## src/rtl/rme_pkg.sv

```systemverilog
// Shared types, codes and rank weight functions for the ranking metric evaluator.
`timescale 1ns / 1ps
`default_nettype none
package rme_pkg;

  localparam int CODE_W  = 32;
  localparam int DIV_NW  = 48;
  localparam int DIV_DW  = 24;
  localparam int WEIGHT_W = 17;
  localparam int IDEAL_W = 23;
  localparam int SUM_W   = 24;
  localparam int USERS_W = 24;

  localparam logic [16:0] Q16_ONE  = 17'd65536;
  localparam logic [18:0] GAIN_MAX = 19'd524287;
  localparam logic [23:0] USERS_MAX = 24'hFFFFFF;

  typedef enum logic [1:0] {
    CMD_ADD    = 2'd0,
    CMD_NEXT   = 2'd1,
    CMD_CLOSE  = 2'd2,
    CMD_REPORT = 2'd3
  } cmd_t;

  localparam logic KIND_USER   = 1'b0;
  localparam logic KIND_TOTALS = 1'b1;

  typedef struct packed {
    logic [1:0]        cmd;
    logic [CODE_W-1:0] item_code;
  } in_item_t;

  typedef struct packed {
    logic        kind;
    logic [16:0] hit_value;
    logic [16:0] precision_value;
    logic [18:0] gain_value;
    logic        counted;
    logic [23:0] users_counted;
    logic        overflow;
  } out_item_t;

  typedef struct packed {
    logic              valid;
    logic [CODE_W-1:0] code;
    logic              hit;
  } probe_t;

  // integer part plus 28 fraction bits, fraction by repeated squaring
  function automatic logic [63:0] log2_q28(input int unsigned n);
    logic [63:0] x;
    logic [63:0] frac;
    int unsigned e;
    int unsigned t;
    e = 0;
    t = n;
    frac = '0;
    for (int i = 0; i < 8; i++) begin
      if (t > 1) begin
        t = t >> 1;
        e = e + 1;
      end
    end
    x = (64'(n) << 30) >> e;
    for (int i = 0; i < 28; i++) begin
      x = (x * x) >> 30;
      frac = frac << 1;
      if (x >= (64'd2 << 30)) begin
        x = x >> 1;
        frac[0] = 1'b1;
      end
    end
    return (64'(e) << 28) | frac;
  endfunction

  function automatic logic [WEIGHT_W-1:0] rank_weight(input int unsigned r);
    logic [63:0] l;
    logic [63:0] num;
    logic [63:0] rem;
    logic [63:0] q;
    l = log2_q28(r + 2);
    num = (64'd1 << 44) + (l >> 1);
    rem = '0;
    q = '0;
    for (int i = 63; i >= 0; i--) begin
      rem = {rem[62:0], num[i]};
      if (rem >= l) begin
        rem = rem - l;
        q[i] = 1'b1;
      end
    end
    return q[WEIGHT_W-1:0];
  endfunction

  function automatic logic [IDEAL_W-1:0] ideal_sum(input int unsigned k);
    logic [IDEAL_W-1:0] s;
    s = '0;
    for (int j = 0; j < 64; j++) begin
      if (j < k) s = s + IDEAL_W'(rank_weight(j));
    end
    return s;
  endfunction

endpackage
`default_nettype wire

```

## src/rtl/rme_div.sv

```systemverilog
// Restoring divider, one quotient bit per cycle.
`timescale 1ns / 1ps
`default_nettype none
module rme_div (
  input  wire logic                       clk,
  input  wire logic                       rst,
  input  wire logic                       start,
  input  wire logic [rme_pkg::DIV_NW-1:0] num,
  input  wire logic [rme_pkg::DIV_DW-1:0] den,
  output      logic                       done,
  output      logic [rme_pkg::DIV_NW-1:0] quot
);

  localparam int CNT_W = $clog2(rme_pkg::DIV_NW);

  logic                       busy;
  logic [CNT_W-1:0]           cnt;
  logic [rme_pkg::DIV_DW-1:0] rem;
  logic [rme_pkg::DIV_DW-1:0] dvs;
  logic [rme_pkg::DIV_DW:0]   trial;
  logic                       ge;

  assign trial = {rem, quot[rme_pkg::DIV_NW-1]};
  assign ge    = trial >= {1'b0, dvs};

  always_ff @(posedge clk) begin
    if (rst) begin
      busy <= 1'b0;
      done <= 1'b0;
      cnt  <= '0;
    end else begin
      done <= 1'b0;
      if (start) begin
        busy <= 1'b1;
        cnt  <= '0;
        quot <= num;
        dvs  <= den;
        rem  <= '0;
      end else if (busy) begin
        quot <= {quot[rme_pkg::DIV_NW-2:0], ge};
        rem  <= ge ? rme_pkg::DIV_DW'(trial - {1'b0, dvs}) : trial[rme_pkg::DIV_DW-1:0];
        if (cnt == CNT_W'(rme_pkg::DIV_NW - 1)) begin
          busy <= 1'b0;
          done <= 1'b1;
        end
        cnt <= cnt + 1'b1;
      end
    end
  end

endmodule
`default_nettype wire
```

## config.mk

```make
export PLATFORM = sky130hd
export DESIGN_NAME = rme_div
export DESIGN_NICKNAME = d
export VERILOG_FILES = /design/src/rtl/rme_pkg.sv /design/src/rtl/rme_div.sv
export SDC_FILE = /design/constraint.sdc
export NUM_CORES = 1
export LEC_CHECK = 0
export BUFFER_PORTS_ARGS = -buffer_cell sky130_fd_sc_hd__buf_2
export CORE_MARGIN = 5
export CORE_UTILIZATION = 53
export CTS_CLUSTER_SIZE = 8
export DETAILED_ROUTE_END_ITERATION = 10
export PLACE_DENSITY = 0.78
export SLEW_MARGIN = 20
export SYNTH_ARGS = -nofsm -noshare
export SYNTH_HDL_FRONTEND = slang
export SYNTH_SLANG_ARGS = --single-unit
```

## constraint.sdc

```tcl
create_clock -name clk -period 5.4 [get_ports clk]
set_clock_uncertainty 0.15 [all_clocks]
set_input_delay 1.08 -clock clk [delete_from_list [all_inputs] [get_ports clk]]
set_output_delay 1.08 -clock clk [all_outputs]
set_load 0.005 [all_outputs]
```

==> tab_implementation.tex <==
\begin{tabular}{lr}
\hline
Metric & Value \\
\hline
\multicolumn{2}{l}{\textbf{Logic synthesis}} \\
\quad Proportion of synthesized area in mux cells & 0.136 \\
\quad Synthesized cell area & around 5600 um2 \\
\quad Post-synthesis cell type with the largest combined area & sky130\_fd\_sc\_hd\_\_edfxtp\_1 \\
\quad Distinct cells, synth & 50 \\
\quad Largest family of logic cells by synthesized area & multiplexers \\
\quad Area share of the leading cell type in the synthesized netlist & 0.519 \\
\quad Number of synthesized register bits & 104 \\
\quad Portion of the post-synthesis area used by sequential elements & 0.548 \\
\quad Number of flops mapped to enable cells by yosys & 96 \\
\quad Most frequently used flop master after synthesis & sky130\_fd\_sc\_hd\_\_edfxtp\_1 \\
\quad Mapped Nets & around 550 \\
\quad Gate count after technology mapping & $\sim$450 \\
\quad Share of the synthesized netlist area taken by xor and xnor gates & 0.0378 \\
\quad Top post-synthesis cells by count & 96 x sky130\_fd\_sc\_hd\_\_edfxtp\_1, 47 x sky130\_fd\_sc\_hd\_\_mux2\_2, 36 x sky130\_fd\_sc\_hd\_\_nor2\_1 \\
\quad Simple-gate share of the synthesized area & 0.0890 \\
\quad Synth top area cells & sky130\_fd\_sc\_hd\_\_edfxtp\_1 52\%, sky130\_fd\_sc\_hd\_\_mux2\_2 9.5\%, sky130\_fd\_sc\_hd\_\_ha\_1 5.6\% \\
\quad Area share of fa/ha/maj cells after synthesis & 0.0599 \\
\quad Proportion of register bits with asynchronous set or reset after synthesis & 0 \\
\quad Compound-gate portion of the synthesized area & 0.0910 \\
\quad Synthesis Warnings & 0 \\
\quad Average footprint of a synthesized cell & approximately 12 um2 \\
\quad Most common cell in the synthesized netlist & sky130\_fd\_sc\_hd\_\_edfxtp\_1 \\
\multicolumn{2}{l}{\textbf{Critical path}} \\
\quad Worst reg2reg setup slack & approximately 1600 ps \\
\quad Worst reg2reg path startpoint & rem[11]\$\_SDFFCE\_PP0P\_ \\
\quad Highest net fanout along the worst path & 18 \\
\quad Required time of the critical path & around 5400 ps \\
\quad Number of cells traversed by the worst register-to-register path & 10 \\
\quad Reg-to-reg critical path endpoint & rem[11]\$\_SDFFCE\_PP0P\_ \\
\quad Element type at the critical path start & flip-flop \\
\quad Element type at the critical path end & flip-flop \\
\quad WS Path Type & reg -> reg \\
\quad Arrival time of the worst setup path & $\sim$3700 ps \\
\multicolumn{2}{l}{\textbf{Power and ir drop}} \\
\quad Power density relative to cell area & slightly above 300 nW/um2 \\
\quad Maximum VDD drop & 0.000191 V \\
\quad LEAKAGE & 0.00274 uW \\
\multicolumn{2}{l}{\textbf{Floorplan}} \\
\quad Initial cell density of the core & 0.540 \\
\quad Total Die Area & approximately 13,000 um2 \\
\quad Ports & between 100 and 150 \\
\quad Core Region & 10,300 um2 \\
\quad Die W & 112 um \\
\quad Die height & between 100 and 150 um \\
\quad Rows & 37 \\
\multicolumn{2}{l}{\textbf{STA}} \\
\quad Upper clock frequency limit & 0.265 GHz \\
\quad Max\_slew headroom & 0.305 \\
\quad Total count of hold-check failures in the final report & 0 \\
\quad Unrepaired setup endpoints after global routing & false \\
\quad Number of pins with negative max-slew slack in the final report & 0 \\
\quad Worst hold margin & between 300 and 400 ps \\
\quad Ratio of final minimum period to clock period & 0.699 \\
\quad Min Clock Period, post-route & 3770 ps \\
\quad Slew of the pin with the lowest slew margin & between 1000 and 1500 ps \\
\quad Final setup violating endpoints & 0 \\
\quad Summed negative setup slack over all endpoints & 0 ps \\
\multicolumn{2}{l}{\textbf{Run status}} \\
\quad Status & finished, final reports clean \\
\multicolumn{2}{l}{\textbf{Drt}} \\
\quad Detailed-route via count & 3,948 \\
\quad Final Routed Wirelength & between 10,000 and 15,000 um \\
\quad Number of vias per cell after detailed routing & between 5 and 6 \\
\quad Number of remaining DRC errors & 0 \\
\quad Routed wirelength normalized by instance count & 17.5 um \\
\quad DRC marker count from the first detailed-route iteration & between 200 and 250 \\
\quad DRT Pass-1 Iters & 5 \\
\quad Number of antenna-violating nets in the routed design & 0 \\
\multicolumn{2}{l}{\textbf{Min path}} \\
\quad Type of the most critical hold path & reg -> reg \\
\quad Hold EP & cnt[5]\$\_SDFFE\_PP0P\_ \\
\quad Cells on Worst Hold Path & 2 \\
\quad Worst Hold Launch & cnt[5]\$\_SDFFE\_PP0P\_ \\
\multicolumn{2}{l}{\textbf{Global routing}} \\
\quad Final global-route overflow total & 0 \\
\quad Global-route wire length before repair & just over 20,000 um \\
\quad GR Util All Layers & 0.204 \\
\quad Number of antenna violations at the first check in global routing & 0 \\
\quad Number of global-route vias before repair & 4,292 \\
\quad Maximum number of pins on one net before global-route repair & 74 \\
\multicolumn{2}{l}{\textbf{Clock tree}} \\
\quad Post-CTS setup repair buffer count & 0 \\
\quad Hold-fix buffer count after cts & 0 \\
\quad Clock tree from TritonCTS & done \\
\quad Cts repair resizes & 0 \\
\quad Clk slew on worst S/H paths & roughly 100 ps \\
\quad Worst-skew pair later-pin latency & about 380 ps \\
\quad Number of levels in the clock H-tree & 3 \\
\quad CTS sink cnt & approximately 100 \\
\quad Cts bufs inserted & 9 \\
\quad Buffer type at the clock tree root & sky130\_fd\_sc\_hd\_\_clkbuf\_8 \\
\quad Deepest clock path buffer count & 2 \\
\multicolumn{2}{l}{\textbf{Final layout}} \\
\quad Area used by multi-input combinational logic & around 2300 um2 \\
\quad Count of filler cells inserted in the layout & $\sim$820 \\
\quad Ratio of cells with drive above 1 in the final layout & 0.342 \\
\quad Area growth from synthesis to layout & 17.4\% \\
\quad Area of all sequential standard cells & between 3000 and 4000 um2 \\
\quad Antenna Diode Count & 0 \\
\quad Number of nets at the end of the flow & between 600 and 700 \\
\multicolumn{2}{l}{\textbf{Placement}} \\
\quad Post-DP HPWL & just over 9000 um \\
\quad GPL Wtd Cong & approximately 0.93 \\
\quad Input/output buffers & 123 \\
\multicolumn{2}{l}{\textbf{Job}} \\
\quad Count of maximum capacitance violations & 0 \\
\hline
\end{tabular}
[report_power, final]
part           total, uW  internal (uW)  switching [uW]
sequential           988            958            29.9
combinational        477            217             260
clock                556            270             287
total               2020           1440             576
[per-stage QoR]
step / power, uW / area, um2 / cells / worst slack [ps] / util
floorplan: 1350 / 5550 / 451 / 304 / -
global placement: 1460 / 6300 / 693 / 1760 / 0.613
detailed placement: 1480 / 6300 / 693 / 1660 / 0.613
CTS: 2030 / 6520 / 709 / 1640 / 0.635
global route: 2130 / 6520 / 709 / 1390 / 0.635
finish: 2020 / 6520 / 709 / 1630 / 0.635
[worst max-delay path: stages, from the launching register on]
cell                       delay (ps)
sky130_fd_sc_hd__edfxtp_1         400
sky130_fd_sc_hd__ha_1             410
sky130_fd_sc_hd__a21o_1           230
sky130_fd_sc_hd__a31oi_1          280
sky130_fd_sc_hd__o211ai_1         140
sky130_fd_sc_hd__nor3_1           140
sky130_fd_sc_hd__nor2_1           130
sky130_fd_sc_hd__a311oi_4         930
sky130_fd_sc_hd__buf_4            390
sky130_fd_sc_hd__mux2i_1          230
sky130_fd_sc_hd__nor2_1            60
[sequential cells by signal, indices dropped and copies added, names as in the netlist]
signal  count
done        1
cnt         6
dvs        24
rem        24
busy        1
quot       48
[cells by family (layout without fill, tap and decap cells)]
family          Yosys count  after routing
buf+inv                  51            173
flops                   104            104
simple gates            101            101
compound gates           76             76
xor+xnor                 24             24
fa+ha+maj                26             26
mux                      69             69
[layer usage]
| metal | up-vias | routed length (um) | global-route usage |
|---|---|---|---|
| met5 | - | 0 | 0 |
| met1 | 1898 | 4910 | 0.237 |
| met3 | 14 | 1270 | 0.0927 |
| li1 | 1894 | - | - |
| met4 | 0 | 142 | 0.0505 |
| met2 | 142 | 6070 | 0.344 |
[cell usage in the layout (no fill, tap or decap), types with 6 or more instances in the layout]
cell                       count
sky130_fd_sc_hd__a31oi_1      11
sky130_fd_sc_hd__nand2_1      18
sky130_fd_sc_hd__a21oi_1      19
sky130_fd_sc_hd__mux2i_1      21
sky130_fd_sc_hd__dfxtp_1       8
sky130_fd_sc_hd__a21o_1       12
sky130_fd_sc_hd__nand3_1       6
sky130_fd_sc_hd__xor2_1       11
sky130_fd_sc_hd__clkbuf_8      9
sky130_fd_sc_hd__mux2_2       47
sky130_fd_sc_hd__inv_1        30
sky130_fd_sc_hd__xnor2_1      13
sky130_fd_sc_hd__edfxtp_1     96
sky130_fd_sc_hd__nor2b_1       7
sky130_fd_sc_hd__buf_2       123
sky130_fd_sc_hd__ha_1         25
sky130_fd_sc_hd__nor2_1       35
sky130_fd_sc_hd__o21ai_0       8
sky130_fd_sc_hd__nand4_1       9
[layout make-up]
type,count,share of cell area
flip-flops and latches,104,0.467
clock inverters,6,0.0152
inverters,30,0.0173
well taps,136,0.0261
multi-input cells,296,0.356
repair buffers,127,0.0990
clock buffers,10,0.0196
[worst max-delay path by stage]
stage / start / to / slack [ps] / cells after the start
6_report: rem[11]$_SDFFCE_PP0P_ / rem[11]$_SDFFCE_PP0P_ / 1630 / 10
5_1_grt: rem[11]$_SDFFCE_PP0P_ / rem[11]$_SDFFCE_PP0P_ / 1390 / 10
4_1_cts: rem[11]$_SDFFCE_PP0P_ / rem[11]$_SDFFCE_PP0P_ / 1640 / 10
3_5_place_dp: rem[11]$_SDFFCE_PP0P_ / rem[11]$_SDFFCE_PP0P_ / 1660 / 10
3_3_place_gp: rem[11]$_SDFFCE_PP0P_ / rem[16]$_SDFFCE_PP0P_ / 1760 / 10
2_1_floorplan: start / quot[0]$_DFFE_PP_ / 300 / 3
Note: power is estimated with default switching activity, not from simulation.
