[src/rtl/rme_pkg.sv]
// Shared types, codes and rank weight functions for the ranking metric evaluator.
`timescale 1ns / 1ps
`default_nettype none
package rme_pkg;

  localparam int CODE_W  = 32;
  localparam int DIV_NW  = 48;
  localparam int DIV_DW  = 24;
  localparam int WEIGHT_W = 17;
  localparam int IDEAL_W = 23;
  localparam int SUM_W   = 24;
  localparam int USERS_W = 24;

  localparam logic [16:0] Q16_ONE  = 17'd65536;
  localparam logic [18:0] GAIN_MAX = 19'd524287;
  localparam logic [23:0] USERS_MAX = 24'hFFFFFF;

  typedef enum logic [1:0] {
    CMD_ADD    = 2'd0,
    CMD_NEXT   = 2'd1,
    CMD_CLOSE  = 2'd2,
    CMD_REPORT = 2'd3
  } cmd_t;

  localparam logic KIND_USER   = 1'b0;
  localparam logic KIND_TOTALS = 1'b1;

  typedef struct packed {
    logic [1:0]        cmd;
    logic [CODE_W-1:0] item_code;
  } in_item_t;

  typedef struct packed {
    logic        kind;
    logic [16:0] hit_value;
    logic [16:0] precision_value;
    logic [18:0] gain_value;
    logic        counted;
    logic [23:0] users_counted;
    logic        overflow;
  } out_item_t;

  typedef struct packed {
    logic              valid;
    logic [CODE_W-1:0] code;
    logic              hit;
  } probe_t;

  // integer part plus 28 fraction bits, fraction by repeated squaring
  function automatic logic [63:0] log2_q28(input int unsigned n);
    logic [63:0] x;
    logic [63:0] frac;
    int unsigned e;
    int unsigned t;
    e = 0;
    t = n;
    frac = '0;
    for (int i = 0; i < 8; i++) begin
      if (t > 1) begin
        t = t >> 1;
        e = e + 1;
      end
    end
    x = (64'(n) << 30) >> e;
    for (int i = 0; i < 28; i++) begin
      x = (x * x) >> 30;
      frac = frac << 1;
      if (x >= (64'd2 << 30)) begin
        x = x >> 1;
        frac[0] = 1'b1;
      end
    end
    return (64'(e) << 28) | frac;
  endfunction

  function automatic logic [WEIGHT_W-1:0] rank_weight(input int unsigned r);
    logic [63:0] l;
    logic [63:0] num;
    logic [63:0] rem;
    logic [63:0] q;
    l = log2_q28(r + 2);
    num = (64'd1 << 44) + (l >> 1);
    rem = '0;
    q = '0;
    for (int i = 63; i >= 0; i--) begin
      rem = {rem[62:0], num[i]};
      if (rem >= l) begin
        rem = rem - l;
        q[i] = 1'b1;
      end
    end
    return q[WEIGHT_W-1:0];
  endfunction

  function automatic logic [IDEAL_W-1:0] ideal_sum(input int unsigned k);
    logic [IDEAL_W-1:0] s;
    s = '0;
    for (int j = 0; j < 64; j++) begin
      if (j < k) s = s + IDEAL_W'(rank_weight(j));
    end
    return s;
  endfunction

endpackage
`default_nettype wire

[src/rtl/rme_cell.sv]
// One cell of the relevant set chain: holds a code and checks the passing probe.
`timescale 1ns / 1ps
`default_nettype none
module rme_cell (
  input  wire logic                       clk,
  input  wire logic                       rst,
  input  wire logic                       shift,
  input  wire logic [rme_pkg::CODE_W-1:0] shift_in,
  input  wire logic                       live,
  input  wire rme_pkg::probe_t            probe_in,
  output      logic [rme_pkg::CODE_W-1:0] entry,
  output      rme_pkg::probe_t            probe_out
);

  always_ff @(posedge clk) begin
    if (shift) begin
      entry <= shift_in;
    end
  end

  always_ff @(posedge clk) begin
    if (rst) begin
      probe_out.valid <= 1'b0;
    end else begin
      probe_out.valid <= probe_in.valid;
    end
    probe_out.code <= probe_in.code;
    probe_out.hit  <= probe_in.hit | (live && (entry == probe_in.code));
  end

endmodule
`default_nettype wire

[config.mk]
export PLATFORM = sky130hd
export DESIGN_NAME = rme_cell
export DESIGN_NICKNAME = d
export VERILOG_FILES = /design/src/rtl/rme_pkg.sv /design/src/rtl/rme_cell.sv
export SDC_FILE = /design/constraint.sdc
export NUM_CORES = 1
export LEC_CHECK = 0
export ABC_CLOCK_PERIOD_IN_PS = 1100
export CORE_UTILIZATION = 54
export DETAILED_ROUTE_END_ITERATION = 7
export DONT_BUFFER_PORTS = 1
export PLACE_DENSITY = 0.77
export SKIP_LAST_GASP = 1
export SYNTH_ARGS = -nofsm -noshare
export SYNTH_HDL_FRONTEND = slang
export SYNTH_SLANG_ARGS = --single-unit
[constraint.sdc]
create_clock -name clk -period 1.1 [get_ports clk]
set_input_delay 0.055 -clock clk [delete_from_list [all_inputs] [get_ports clk]]
set_output_delay 0.055 -clock clk [all_outputs]
set_load 0.03 [all_outputs]
==> results of run 1 <==
[flip-flops by register name, summed over array words and instances, names as in the netlist]
register,count
entry,32
probe_out,34
[synthesized netlist by cell type (all sizes together)]
master   n  area, sq um
edfxtp  32          961
a31o     1         8.76
nand4    6         37.5
dfxtp   34          681
xnor2   28          245
and3     1         6.26
nor2b    1         6.26
xor2     4         35.0
nor3     1         5.00
nor4     2         12.5
nand3    1         5.00
[cell type report]
type	count	area, sq um	share of cell area [%]
tap	46	57.6	1.82
clock buffer	15	188	5.92
multi-input combinational	45	368	11.6
clock inverter	1	5.00	0.158
timing repair buffer	99	911	28.7
sequential	66	1640	51.8
[through the flow]
step | total power [mW] | setup TNS, ps | instances | hold slack, ps | instance area [sq um]
after floorplan | 3.34 | -194 | 111 | 82.7 | 2000
after global placement | 3.51 | -142 | 189 | 82.8 | 2300
after detailed placement | 3.52 | -229 | 189 | 82.8 | 2300
after CTS | 5.56 | -183 | 272 | -161 | 3170
after global routing | 5.79 | -311 | 272 | -184 | 3170
final | 5.65 | -287 | 272 | -165 | 3170
[what timing repair did]
action / 4_1_cts / 5_1_grt
gates resized for setup: 1 / 0
setup endpoints to repair: 1 / 1
pin swaps: 2 / 0
endpoints found under the hold margin: 98 / 32
[final timing paths]
kind,from,end,slack [ps],depth (start not counted)
worst max register to register,entry[2]$_DFFE_PP_,probe_out[0]$_DFF_P_,-290,4
worst min register to register,entry[31]$_DFFE_PP_,probe_out[0]$_DFF_P_,820,4
worst max-delay path,entry[2]$_DFFE_PP_,probe_out[0]$_DFF_P_,-290,4
worst min-delay path,shift,entry[15]$_DFFE_PP_,-170,0
[layer usage]
| layer | global-route usage, % | up-vias |
|---|---|---|
| met3 | 12.4 | 8 |
| met4 | 12.5 | 0 |
| met2 | 56.9 | 117 |
| li1 | - | 612 |
| met1 | 31.9 | 689 |
| met5 | 0 | - |
[placed cells by master, fill, tap and decap left out, drive strengths merged]
master	n
a31o	1
and3	1
buf	32
clkbuf	15
clkinv	1
dfxtp	34
dlygate4sd3	67
edfxtp	32
nand3	1
nand4	6
nor2b	1
nor3	1
nor4	2
xnor2	28
xor2	4
[kinds of logic after synthesis]
logic type and Yosys count:
AND/OR/NAND/NOR 12, AO/OA/AOI/OAI 1, flip-flops 66, XOR/XNOR 32
[power groups by stage]
stage / sequential (mW) / combinational (mW) / clock (mW)
after floorplan: 3.21 / 0.131 / 0
after global placement: 3.03 / 0.479 / 0
after detailed placement: 3.04 / 0.486 / 0
after CTS: 2.98 / 0.678 / 1.90
after global routing: 3.01 / 0.735 / 2.04
final: 3.00 / 0.706 / 1.95
==> run summary, run 1 <==
The clock latency on the worst-skew pair is 330 ps. The worst hold-check slack came out at -165 ps. The routed layout has between 1000 and 1500 vias. Hold repair after CTS inserted between 60 and 70 buffers. The met3 wirelength from detailed routing came out at 561 um. The via density per instance came out at 5.24. The stage delay of the slowest cell on the critical path is 440 ps. The number of nets in the synthesized netlist is 181. The clock arrives with 5.75 ps of skew. The gate count of the mapped netlist is 111. The internal cell power came out at 4.20 mW. After filler insertion, the fill cell instance count of the layout stands at 110. The worst-case IR drop observed on VDD is approximately 1.3 mV.

The arrival time at the worst endpoint came out at 1660 ps. For this run, design rule violations remaining after detail routing come to 0. The number of nets still failing antenna checks after routing came out at 0.

The remaining global-route overflow came out at 0. The first-pass iteration count of the detailed router came out at 4. The sequential fraction of design power came out at 53.0%. The slew at the pin closest to its max-slew limit is 345 ps.

Across the run, the number of max-cap violations was 0. The mapped cell area is 0.00200 sq mm. The sequential cell area fraction in the yosys report is 81.9%. Subtracting the final worst setup slack from the clock period gives around 1400 ps. The xor/xnor cell area share of the yosys netlist came out at 14.0%. For this design the ratio of total power to cell area is 1780 mW/mm^2. The worst setup path is captured at a register. The wire length on met2 is 3.14 mm. The share of total power dissipated in combinational logic is 12.5%.

The pre-CTS setup slack came out at -229 ps. The critical path is of the reg2reg type. In the post-route analysis, the smallest setup slack over all paths is -287 ps. The global placer's final weighted congestion came out at 0.696. The number of global-route vias before repair came out at 1551.

For this design, the slowest cell found on the critical path is edfxtp_1. The count of port buffers added during placement is 0. The clock network fraction of total power came out at 34.4%. The final critical-path share of the clock period is 126%. The signal on the critical path passes through xnor2_1 -> nand4_1 -> nor4_2 -> a31o_1. The clock passes through at most 2 buffers. The count of nets after finishing is between 200 and 300. The number of synthesized register bits is 66. The number of buffers and inverters on the critical path is 0.

In this run the static leakage power is 1.22 nW. The TritonCTS clock tree is built. The path type of the worst min-delay path is in2reg. Setup repair after global routing could not meet its margin everywhere. The number of failing hold endpoints at the final stage is 32. The wire length of the first global-routing pass is between 8 and 9 mm.

The biggest fanout along the worst timing path is 2. The switching power total is 1.44 mW. The number of H-tree branching levels came out at 3.

The number of setup buffers added after CTS is 0. Dividing the detail-routed wire length by the instance count gives roughly 22 um. The area share of fa/ha/maj cells after synthesis is 0%. The top achievable clock speed came out at between 700 and 800 MHz. The required time of the critical path is 1370 ps. Entering global routing, the biggest net connects 33 pins.

The floorplan step defined a die boundary enclosing 0.00396 sq mm. The repair_antennas step left the layout with diodes totalling 0. The number of antenna violations at the first check in global routing is 0.

Counting every sink on the clock net gives 66. The sum of routed wire segments on met1 came out at 2.12 mm. Global routing used 31.5% of the available tracks across all layers. The worst setup path is launched from a register. The detailed placer's ending HPWL is 2.85 mm. Yosys printed 0 warnings. Measured on the finished design, the core utilization comes to between 90% and 100%. The mux contribution to synthesized area came out at 0%. The total setup violations reported at the end of the flow came out at 1. The final reports fail on negative hold slack, negative setup slack. The count of pins over their slew limit came out at 0. The CTS clock-pin slew for the worst setup and hold paths is 70 ps. The number of top-level design ports came out at 136. The worst slew margin relative to its limit is 76.9%. Of the total synthesized cell area, the portion taken by AND, OR, NAND and NOR gates is 3.62%. After detailed routing, the total wire length is 5.90 mm. The die height is 62.9 um. Signal routing reaches up to met4. Each instance of the synthesized netlist takes up on average 18.0 sq um.

The proportion of layout cells with a drive suffix above 1 came out at 20.4%. The flow ran to the end, but the final reports show violations. The area growth from synthesis to layout is 58.3%. By area, the combinational part of the netlist is dominated by XOR/XNOR gates. The initial utilization of the core area, before any placement, comes to around three fifths.

The die is 62.9 um wide. The detailed router finished its first iteration with 67 violations. The library cell used as clock root buffer is clkbuf_8. The placement row count came out at 21. The complex-gate fraction of the synthesized area came out at 0.437%. Counting the buffers created by CTS gives 9. Counting distinct cell types in the post-synthesis netlist gives 11. The area of the core region is 0.00344 sq mm. On the critical path the largest part of the delay comes from simple AND/OR/NAND/NOR gates. The switching part of the total power is between 20 and 30%.
(Power assumes the default switching activity.)
==> inputs of run 2 (changes only) <==
--- a/config.mk
+++ b/config.mk
@@ -6,6 +6,7 @@
 export NUM_CORES = 1
 export LEC_CHECK = 0
 export ABC_CLOCK_PERIOD_IN_PS = 1100
+export CORE_MARGIN = 4
 export CORE_UTILIZATION = 54
 export DETAILED_ROUTE_END_ITERATION = 7
 export DONT_BUFFER_PORTS = 1
==> run 2 against run 1 <==
Net effect: wire length rose by 22%; critical endpoint unchanged; highest routed layer unchanged; combinational power rose by 8.1%; the flow still finishes with violations (negative hold slack, negative setup slack); global-route usage fell by 4.1 points; clock skew rose by 4.4 ps; count of clock-buffer cells in the layout fell by 2; largest cell class unchanged.
==> run summary, run 2 (same netlist as run 1, synthesis figures left out) <==
The number of antenna violations at the first check in global routing is 0 (unchanged). STA classifies the critical path endpoint as a register. The global placer's final weighted congestion is 0.683 (-2.0%). The maximum number of pins on one net before global-route repair came out at 33 (unchanged). The number of DRC violations after detailed-routing iteration 0 came out at 78 (+16%).

The final critical delay including setup and external delays is 1370 ps (-12.6 ps). The setup slack after layout came to -275 ps (+12.6 ps). The biggest fanout along the worst timing path is 2 (unchanged). The clock network fraction of total power is 31.8% (-2.6 points). The slew at the pin closest to its max-slew limit was 359 ps (+13.9 ps). The area growth from synthesis to layout is 59.8%. The worst slew margin relative to its limit came out at 76.0% (-0.93 points). The count of nets after finishing was 295 (+1.4%).

The number of flip-flops in the largest register is 34 (unchanged). The post-detailed-route wirelength per cell came to 26.0 um (+20%). The library cell used as clock root buffer is clkbuf_8. The wire length of the first global-routing pass came to 8.73 mm (+1.5%). The die width is 68.9 um (+9.5%). The final design utilization is 92.3% (+0.20 points).

After global routing, the most crowded layer is met2. The via density per instance is 5.38 (+2.7%). The proportion of power drawn by combinational gates was 13.8% (+1.3 points). In this run the critical register-to-register path is launched from entry[29]$_DFFE_PP_.

The number of max-cap violations was 0 (unchanged). The diode insertion count for antenna repair came out at 0 (unchanged). The final critical-path share of the clock period was 125% (-1.1 points). The internal cell power is 4.02 mW (-4.4%). Setup repair after global routing could not meet its margin everywhere. The top achievable clock speed came out at 727 MHz (+0.91%). The checks that failed: negative hold slack, negative setup slack. STA classifies the critical path startpoint as a register. The clock sink count came out at 66 (unchanged). The number of H-tree branching levels is 3 (unchanged).

The total setup violations reported at the end of the flow is 4 (+3). The remaining global-route overflow came to 0 (unchanged). The run finished, with violations left. The register with the most flip-flops in the final layout is probe_out. The total power density per cell area came out at 1730 mW/mm^2 (-3.1%). The placement row count came to 21 (unchanged). The number of nets still failing antenna checks after routing was 0 (unchanged). The path type of the worst min-delay path is in2reg. In the final layout, the registers with the most flip-flops are probe_out (34), entry (32). The routed wire length came out at 7.18 mm (+22%). The worst hold-check slack is -162 ps (+3.59 ps).

The sequential fraction of design power is 54.4% (+1.4 points). The count of pins over their slew limit was 0 (unchanged). The setup skew after layout came out at 10.1 ps (+4.36 ps).

The cell area after layout came to 0.00320 sq mm (+0.99%). The total routing resource utilization after global routing came to 27.4% (-4.1 points). The count of port buffers added during placement came out at 0 (unchanged). The leakage dissipation is 1.24 nW (+1.7%). The post-place instance area came out at 0.00230 sq mm (unchanged). The top cell types in the final layout, fill and taps aside, are 67 x dlygate4sd3_1, 35 x buf_4, 34 x dfxtp_1, 32 x edfxtp_1, 26 x xnor2_1. The met2 track demand over resource in global routing came out at 52.0% (-4.8 points). The first-pass iteration count of the detailed router came to 4 (unchanged). The library cell used most frequently in the layout, excluding fill and tap cells, is dlygate4sd3_1. The initial standard-cell utilization of the core came out at 57.8% (-0.44 points). The CTS clock-pin slew for the worst setup and hold paths came out at 80 ps (about the same). The switching part of the total power came out at 27.3% (+1.7 points). The number of failing hold endpoints at the final stage came out at 32 (unchanged). The detailed placer's ending HPWL came out at 3.43 mm (+20%).

The arrival time at the worst endpoint is 1650 ps (about the same). The fraction of met1 tracks used by global routing is 26.0% (-5.9 points). The worst setup path is of the reg2reg kind. The proportion of layout cells with a drive suffix above 1 is 23.5% (+3.1 points).

The die height came to 68.9 um (+9.5%). The number of top-level design ports came out at 136 (unchanged). The startpoint of the most critical setup path is entry[29]$_DFFE_PP_. The maximum clock insertion buffer count came out at 2 (unchanged).

The accumulated negative setup slack came to -387 ps (-99.5 ps). The met3 usage in global routing is 10.2% (-2.2 points). The required time of the critical path came out at 1370 ps (about the same). The number of global-route vias before repair came out at 1599 (+3.1%). The quantity of hold-fixing buffers added after cts came out at 67 (unchanged). The total CTS buffers was 9 (unchanged). The hold path startpoint is shift.

The die area is 0.00475 sq mm (+20%). TritonCTS built the clock tree. The maximum vdd drop is 1.50 mV (+11%).

The residual DRC count is 0 (unchanged). The number of fill cells in the layout is 113 (+2.7%). The clock latency on the worst-skew pair is 320 ps (about the same). The area of the core region was 0.00347 sq mm (+0.76%). The switching power total is 1.51 mW (+4.4%). The count of vias placed by the detailed router came out at 1486 (+4.2%).
run 2: changes by cell type in the layout (fill, tap and decap cells not counted), sizes merged:
cell / previous run / this run
clkbuf: 15 / 13
buf: 32 / 36
clkinv: 1 / 3
run 2: what timing repair did:
item,4_1_cts,5_1_grt
setup endpoints to repair,1,2
endpoints found under the hold margin,98,32
pin swaps,2,2
setup buffers,1,4
gates resized for setup,1,5
run 2: worst paths after layout:
path | end | slack, ps | cells after the start
setup / recovery | probe_out[0]$_DFF_P_ | -270 | 4
hold reg to reg | probe_out[0]$_DFF_P_ | 820 | 4
hold / removal | entry[19]$_DFFE_PP_ | -160 | 0
setup reg to reg | probe_out[0]$_DFF_P_ | -270 | 4
run 2: final cells by class:
type | instances | area (sq um) | share of cell area [%]
tap | 46 | 57.6 | 1.80
multi-input combinational | 45 | 394 | 12.3
sequential | 66 | 1640 | 51.3
clock buffer | 13 | 149 | 4.65
timing repair buffer | 103 | 945 | 29.5
clock inverter | 3 | 15.0 | 0.469
run 2: stage by stage:
step,instances,power [mW],setup slack [ps]
after floorplan,111,3.34,-194
after global routing,276,5.72,-352
after CTS,273,5.36,-149
after global placement,189,3.51,-104
final,276,5.53,-275
after detailed placement,189,3.53,-160
run 2: power by group through the flow:
stage	clock network [mW]	logic, mW	registers (mW)
global placement	0	0.485	3.03
floorplan	0	0.131	3.21
finish	1.76	0.763	3.01
detailed placement	0	0.491	3.04
global route	1.91	0.794	3.02
CTS	1.69	0.690	2.99
run 2: worst max-delay path, stage by stage, from the launching register on:
cell	delay [ps]
edfxtp_1	430
xor2_1	200
nor4_2	330
and3_1	220
a31o_1	150
run 2: routing by layer:
layer / share of wire [%] / wire, um
met1: 33 / 2360
met2: 49 / 3560
met3: 12 / 845
met4: 5.9 / 421
met5: 0 / 0
